`src/tnme_pkg.sv`:
```
// Shared types and constants for the TCP NAPT mapping engine.
`default_nettype none
package tnme_pkg;
  localparam int SLOTS = 64;
  localparam int SLOT_W = 6;
  localparam int PORTS = 1024;
  localparam int PIDX_W = 10;

  localparam logic [2:0] ST_OK = 3'd0;
  localparam logic [2:0] ST_BAD_DIR = 3'd1;
  localparam logic [2:0] ST_NON_TCP = 3'd2;
  localparam logic [2:0] ST_IN_MISS = 3'd3;
  localparam logic [2:0] ST_NO_RES = 3'd4;
  localparam logic [2:0] ST_TICK = 3'd5;

  localparam logic [1:0] REG_EXT_ADDR = 2'd0;
  localparam logic [1:0] REG_PORT_BASE = 2'd1;
  localparam logic [1:0] REG_PORT_COUNT = 2'd2;
  localparam logic [1:0] REG_IDLE = 2'd3;

  localparam logic [7:0] FLAG_FIN = 8'h01;
  localparam logic [7:0] FLAG_ACK = 8'h10;
  localparam logic [7:0] PROTO_TCP = 8'd6;

  typedef struct packed {
    logic        kind;
    logic [1:0]  direction;
    logic [7:0]  protocol;
    logic [31:0] src_ip;
    logic [31:0] dst_ip;
    logic [15:0] src_port;
    logic [15:0] dst_port;
    logic [7:0]  tcp_flags;
    logic [31:0] seq_number;
    logic [31:0] ack_number;
  } item_t;

  // controller -> datapath
  typedef struct packed {
    logic load;        // capture input item
    logic clr_scan;    // reset scan index
    logic step_scan;   // advance scan index
    logic slot_rd;     // issue slot read at scan index
    logic sweep_eval;  // evaluate read slot for removal
    logic port_rd;     // issue port bitmap read
    logic port_clr;    // clear bitmap entry at port index
    logic alloc;       // write new mapping at free slot / port
    logic update;      // update hit slot
    logic tick_inc;    // advance clock
    logic free_wr;     // free port of removed slot
    logic set_out;     // load result register
    logic [2:0] code;  // status to load
  } cmd_t;

  // datapath -> controller
  typedef struct packed {
    logic is_tick;
    logic bad_dir;
    logic non_tcp;
    logic inbound;
    logic slot_last;   // scan index at last slot
    logic port_last;   // port index at limit-1 or limit zero
    logic clr_last;    // bitmap clear at last index
    logic match;       // read slot matches the key
    logic hit;         // a hit was recorded
    logic free_slot;   // a free slot was recorded
    logic port_free;   // read port bit is clear and index below limit
    logic limit_zero;
  } stat_t;
endpackage
`default_nettype wire

```
`src/tnme_ctrl.sv`:
```
// Controller: sequences lookup, allocation, sweep and result hand-off.
`default_nettype none
module tnme_ctrl (
  input  wire logic clk,
  input  wire logic rst,
  input  wire logic in_valid,
  output logic in_ready,
  output logic out_valid,
  input  wire logic out_ready,
  input  wire tnme_pkg::stat_t st,
  output tnme_pkg::cmd_t cmd
);
  localparam logic [3:0] S_IDLE = 4'd0;
  localparam logic [3:0] S_DECODE = 4'd1;
  localparam logic [3:0] S_SCAN = 4'd2;
  localparam logic [3:0] S_SCAN_END = 4'd3;
  localparam logic [3:0] S_CLEAR = 4'd4;
  localparam logic [3:0] S_PORT_CHK = 4'd5;
  localparam logic [3:0] S_SWEEP = 4'd6;
  localparam logic [3:0] S_SWEEP_END = 4'd7;
  localparam logic [3:0] S_FREE = 4'd8;
  localparam logic [3:0] S_OUT = 4'd9;

  logic [3:0] state, state_next;
  logic out_full, out_full_next;
  logic last_rd, last_rd_next;
  logic out_busy;

  // result register still held by the receiver at the next edge
  assign out_busy = out_full && !out_ready;
  assign in_ready = state == S_IDLE;
  assign out_valid = out_full;

  always_comb begin
    state_next = state;
    cmd = '0;
    out_full_next = out_full && !out_ready;
    last_rd_next = last_rd;
    case (state)
      S_CLEAR: begin
        cmd.port_clr = 1'b1;
        if (st.clr_last) state_next = S_IDLE;
      end
      S_IDLE: begin
        if (in_valid && in_ready) begin
          cmd.load = 1'b1;
          cmd.clr_scan = 1'b1;
          state_next = S_DECODE;
        end
      end
      S_DECODE: begin
        last_rd_next = 1'b0;
        if (st.is_tick) begin
          cmd.tick_inc = 1'b1;
          state_next = S_SWEEP;
        end else if (st.bad_dir || st.non_tcp) begin
          if (!out_busy) begin
            cmd.set_out = 1'b1;
            cmd.code = st.bad_dir ? tnme_pkg::ST_BAD_DIR : tnme_pkg::ST_NON_TCP;
            state_next = S_OUT;
          end
        end else begin
          state_next = S_SCAN;
        end
      end
      S_SCAN: begin
        cmd.slot_rd = 1'b1;
        cmd.step_scan = 1'b1;
        if (st.slot_last) state_next = S_SCAN_END;
      end
      S_SCAN_END: begin
        // last read result lands this cycle; decide next cycle
        if (!last_rd) begin
          last_rd_next = 1'b1;
        end else if (st.hit) begin
          if (!out_busy) begin
            cmd.update = 1'b1;
            cmd.set_out = 1'b1; cmd.code = tnme_pkg::ST_OK; state_next = S_OUT;
          end
        end else if (st.inbound) begin
          if (!out_busy) begin
            cmd.set_out = 1'b1; cmd.code = tnme_pkg::ST_IN_MISS; state_next = S_OUT;
          end
        end else if (!st.free_slot || st.limit_zero) begin
          if (!out_busy) begin
            cmd.set_out = 1'b1; cmd.code = tnme_pkg::ST_NO_RES; state_next = S_OUT;
          end
        end else begin
          cmd.port_rd = 1'b1;
          state_next = S_PORT_CHK;
        end
      end
      S_PORT_CHK: begin
        if (st.port_free) begin
          if (!out_busy) begin
            cmd.alloc = 1'b1;
            cmd.set_out = 1'b1; cmd.code = tnme_pkg::ST_OK; state_next = S_OUT;
          end
        end else if (st.port_last) begin
          if (!out_busy) begin
            cmd.set_out = 1'b1; cmd.code = tnme_pkg::ST_NO_RES; state_next = S_OUT;
          end
        end else begin
          cmd.port_rd = 1'b1;
        end
      end
      S_SWEEP: begin
        cmd.slot_rd = 1'b1;
        state_next = S_FREE;
      end
      S_FREE: begin
        cmd.sweep_eval = 1'b1;
        cmd.free_wr = 1'b1;
        state_next = S_SWEEP_END;
      end
      S_SWEEP_END: begin
        if (st.slot_last) begin
          if (!out_busy) begin
            cmd.set_out = 1'b1; cmd.code = tnme_pkg::ST_TICK; state_next = S_OUT;
          end
        end else begin
          cmd.step_scan = 1'b1;
          state_next = S_SWEEP;
        end
      end
      S_OUT: begin
        out_full_next = 1'b1;
        state_next = S_IDLE;
      end
      default: state_next = S_IDLE;
    endcase
  end

  always_ff @(posedge clk) begin
    if (rst) begin
      state <= S_CLEAR;
      out_full <= 1'b0;
      last_rd <= 1'b0;
    end else begin
      state <= state_next;
      out_full <= out_full_next;
      last_rd <= last_rd_next;
    end
  end
endmodule
`default_nettype wire

```
`config.mk`:
```
export PLATFORM = sky130hd
export DESIGN_NAME = tnme_ctrl
export DESIGN_NICKNAME = d
export VERILOG_FILES = /design/src/tnme_pkg.sv /design/src/tnme_ctrl.sv
export SDC_FILE = /design/constraint.sdc
export NUM_CORES = 1
export LEC_CHECK = 0
export ABC_AREA = 1
export BUFFER_PORTS_ARGS = -buffer_cell sky130_fd_sc_hd__buf_2
export CORE_ASPECT_RATIO = 1.75
export CORE_MARGIN = 2
export CORE_UTILIZATION = 30
export DETAILED_ROUTE_END_ITERATION = 8
export GPL_TIMING_DRIVEN = 0
export HOLD_SLACK_MARGIN = 0.06
export PLACE_DENSITY_LB_ADDON = 0.3
export SLEW_MARGIN = 5
export SYNTH_ARGS = -nofsm -noshare
export SYNTH_HDL_FRONTEND = slang
export SYNTH_SLANG_ARGS = --single-unit
export TNS_END_PERCENT = 100
```
`constraint.sdc`:
```
create_clock -name clk -period 2.33 [get_ports clk]
set_input_delay 0.3495 -clock clk [delete_from_list [all_inputs] [get_ports clk]]
set_output_delay 0.3495 -clock clk [all_outputs]
set_load 0.02 [all_outputs]
```
==> qor.txt <==
Clock Pin Slew Worst Setup and Hold Paths -> 30 ps
Fraction of synthesized cell area in xor and xnor cells -> 0%
Max-Cap Viols -> 0
Routed wire per std cell -> 11.2 um
Mux share of post-synthesis cell area -> 0%
CP Max Fanout -> 7
Seq pwr share -> 25.4%
Initial antenna violation count -> 0
Die Y -> 67.3 um
Final Power -> 0.000468 W
Main combinational cell family by area after synthesis -> simple AND/OR/NAND/NOR gates
Largest net degree at the start of global routing -> 9
Final wirelength -> 2140 um
Post-synthesis sequential area ratio -> 17.5%
Synth Area in Compound Gates -> 11.3%
Yosys reg bits -> 6
Starting Density -> 31.0%
# nets final -> 184
Cell Rows -> 23
VDD IR max -> 0.000321 V
Fin. Hold Viols -> 0
Startpoint types -> flop
Worst-Skew Late Latency -> 220 ps
Status -> finished clean
IO Pins -> 33
Post-synth EDFFs -> 0
Total grt overflow -> 0
H-tree depth -> 1
Synth warn -> 0
N_diodes -> 0
Global-route wire length before repair -> 3260 um
Top cells by area, synth -> nand2_1, dfxtp_1, nor2_1, inv_1, nand3_1
Peak Freq -> 0.469 GHz
Cell Area, Synth -> 687 um2
HPWL after detailed placement -> 1840 um
Worst endpoint data arrival time -> 1780 ps
Final setup fails -> 0
Max-slew violation count -> 0
Reg2reg setup slack -> 940 ps
GRT Util Overall -> 17.4%
Design internal power -> 0.000290 W
Root buf cell -> clkbuf_8
Pleak -> 0.547 nW
Adder-cell area share of the yosys netlist -> 0%
Top cell type's share of synthesized area -> 21.3%
Die Area -> 2700 um2
Post-synthesis cell count -> 132
Post-CTS Hold Fix Bufs -> 0
CTS tree -> built
Hold Path Class -> input port to flop
Worst setup EP type -> output port
Combinational share of power -> 42.3%
Synth top cells by count -> nand2_1, nor2_1, inv_1
DR DRC count -> 0
Dominant synthesized flop cell -> dfxtp_1
Avg Inst Size Synth -> 5.20 um2
Antenna Nets Post-Route -> 0
Synth-to-layout area growth -> 33.2%
Leading area contributor after synthesis -> nand2_1
CTS sink cnt -> 6
Syn Nets -> 148
Pwr per Cell Area -> 512 nW/um2
Vias -> 923
Most numerous cell in the Yosys netlist -> nand2_1
Ys async rst share -> 0%
Core area -> 2220 um2
Layout cells sized above 1 -> 27.1%
IO Port Bufs -> 31
Total CTS buffers -> 3
Number of global-route vias before repair -> 833
Setup tns final -> 0 ps
Post_cts resized -> 0
1st-pass router iterations -> 4
Sw frac -> 38.0%
Worst-Margin Slew -> 372 ps
Net switching power -> 0.000178 W
Slew HR -> 75.1%
Die extent in x -> 40.2 um
Netlist cell types -> 21
Setup Skew -> 0.217 ps
CTS Buffer Depth -> 2
Clock power frac -> 32.3%
RSZ-0062 raised after global routing -> no
Placer's final routability congestion estimate -> 0.802
1st-iter DRT viols -> 11
Final period utilization -> 91.4%
Critical path type -> flop to output port
Via density -> 4.83
Fin crit period -> 2130 ps
Required time worst endpoint -> 1980 ps
Postcts setup bufs -> 0
Simple-gate share of the synthesized area -> 56.5%
[area by class of cell]
class	count	area, um2
inverter	21	78.8
clock buffer	3	41.3
timing repair buffer	31	155
buffer	3	22.5
tap	25	31.3
multi-input combinational	102	465
sequential	6	120
fill	251	1300
[worst max-delay path, stage by stage, from the launching register on]
cell	delay, ps
dfxtp_1	380
nor2_2	290
nand2_1	140
nor2_1	250
nand4_1	170
o311ai_0	110
buf_2	220
[cells in the final DEF (no fill, tap or decap), types with 3 or more instances in the layout]
master	netlist	final
nor3_1	3	3
inv_1	20	20
nor2_2	3	3
o21ai_0	3	3
nor2_1	28	28
clkbuf_8	0	3
buf_4	3	3
nand3_1	8	8
nand2_1	39	39
buf_2	0	31
a21oi_1	4	4
nand2_2	3	3
dfxtp_1	6	6
[routing by layer]
| metal | GRT usage (%) | part of all wire [%] |
|---|---|---|
| met5 | 0 | 0 |
| met2 | 34.5 | 60 |
| met4 | 7.50 | 0.42 |
| met3 | 0.987 | 3.2 |
| met1 | 16.5 | 37 |
[state kept, by name (all words and copies together), names as in the netlist]
signal / cells
out_valid: 1
state: 4
last_rd: 1
[path summary, 6_finish.rpt]
path / start / end / cells past startpoint
max reg2reg: state[1] / state[0] / 9
min: rst / state[3] / 2
min reg2reg: last_rd / last_rd / 2
max: state[3] / cmd[0] / 6
[cell families after synthesis]
| family | count (synthesis) |
|---|---|
| buf+inv | 24 |
| simple gates | 89 |
| flops | 6 |
| compound gates | 13 |
[power groups by stage]
stage	Clock, W	Combinational (W)	Sequential [W]
global route	0.000161	0.000221	0.000119
finish	0.000151	0.000198	0.000119
CTS	0.000158	0.000199	0.000119
floorplan	0	0.000141	0.000119
detailed placement	0	0.000198	0.000120
global placement	0	0.000196	0.000120
[stage by stage]
step | setup slack, ps | std cells | hold slack [ps] | utilization [%] | cell area, um2
after floorplan | 463 | 132 | 419 | - | 687
after global placement | 444 | 188 | 484 | 39.4 | 873
after detailed placement | 446 | 188 | 504 | 39.4 | 873
after CTS | 201 | 191 | 371 | 41.3 | 915
after global routing | 116 | 191 | 387 | 41.3 | 915
final | 199 | 191 | 374 | 41.3 | 915
(Power assumes the default switching activity.)
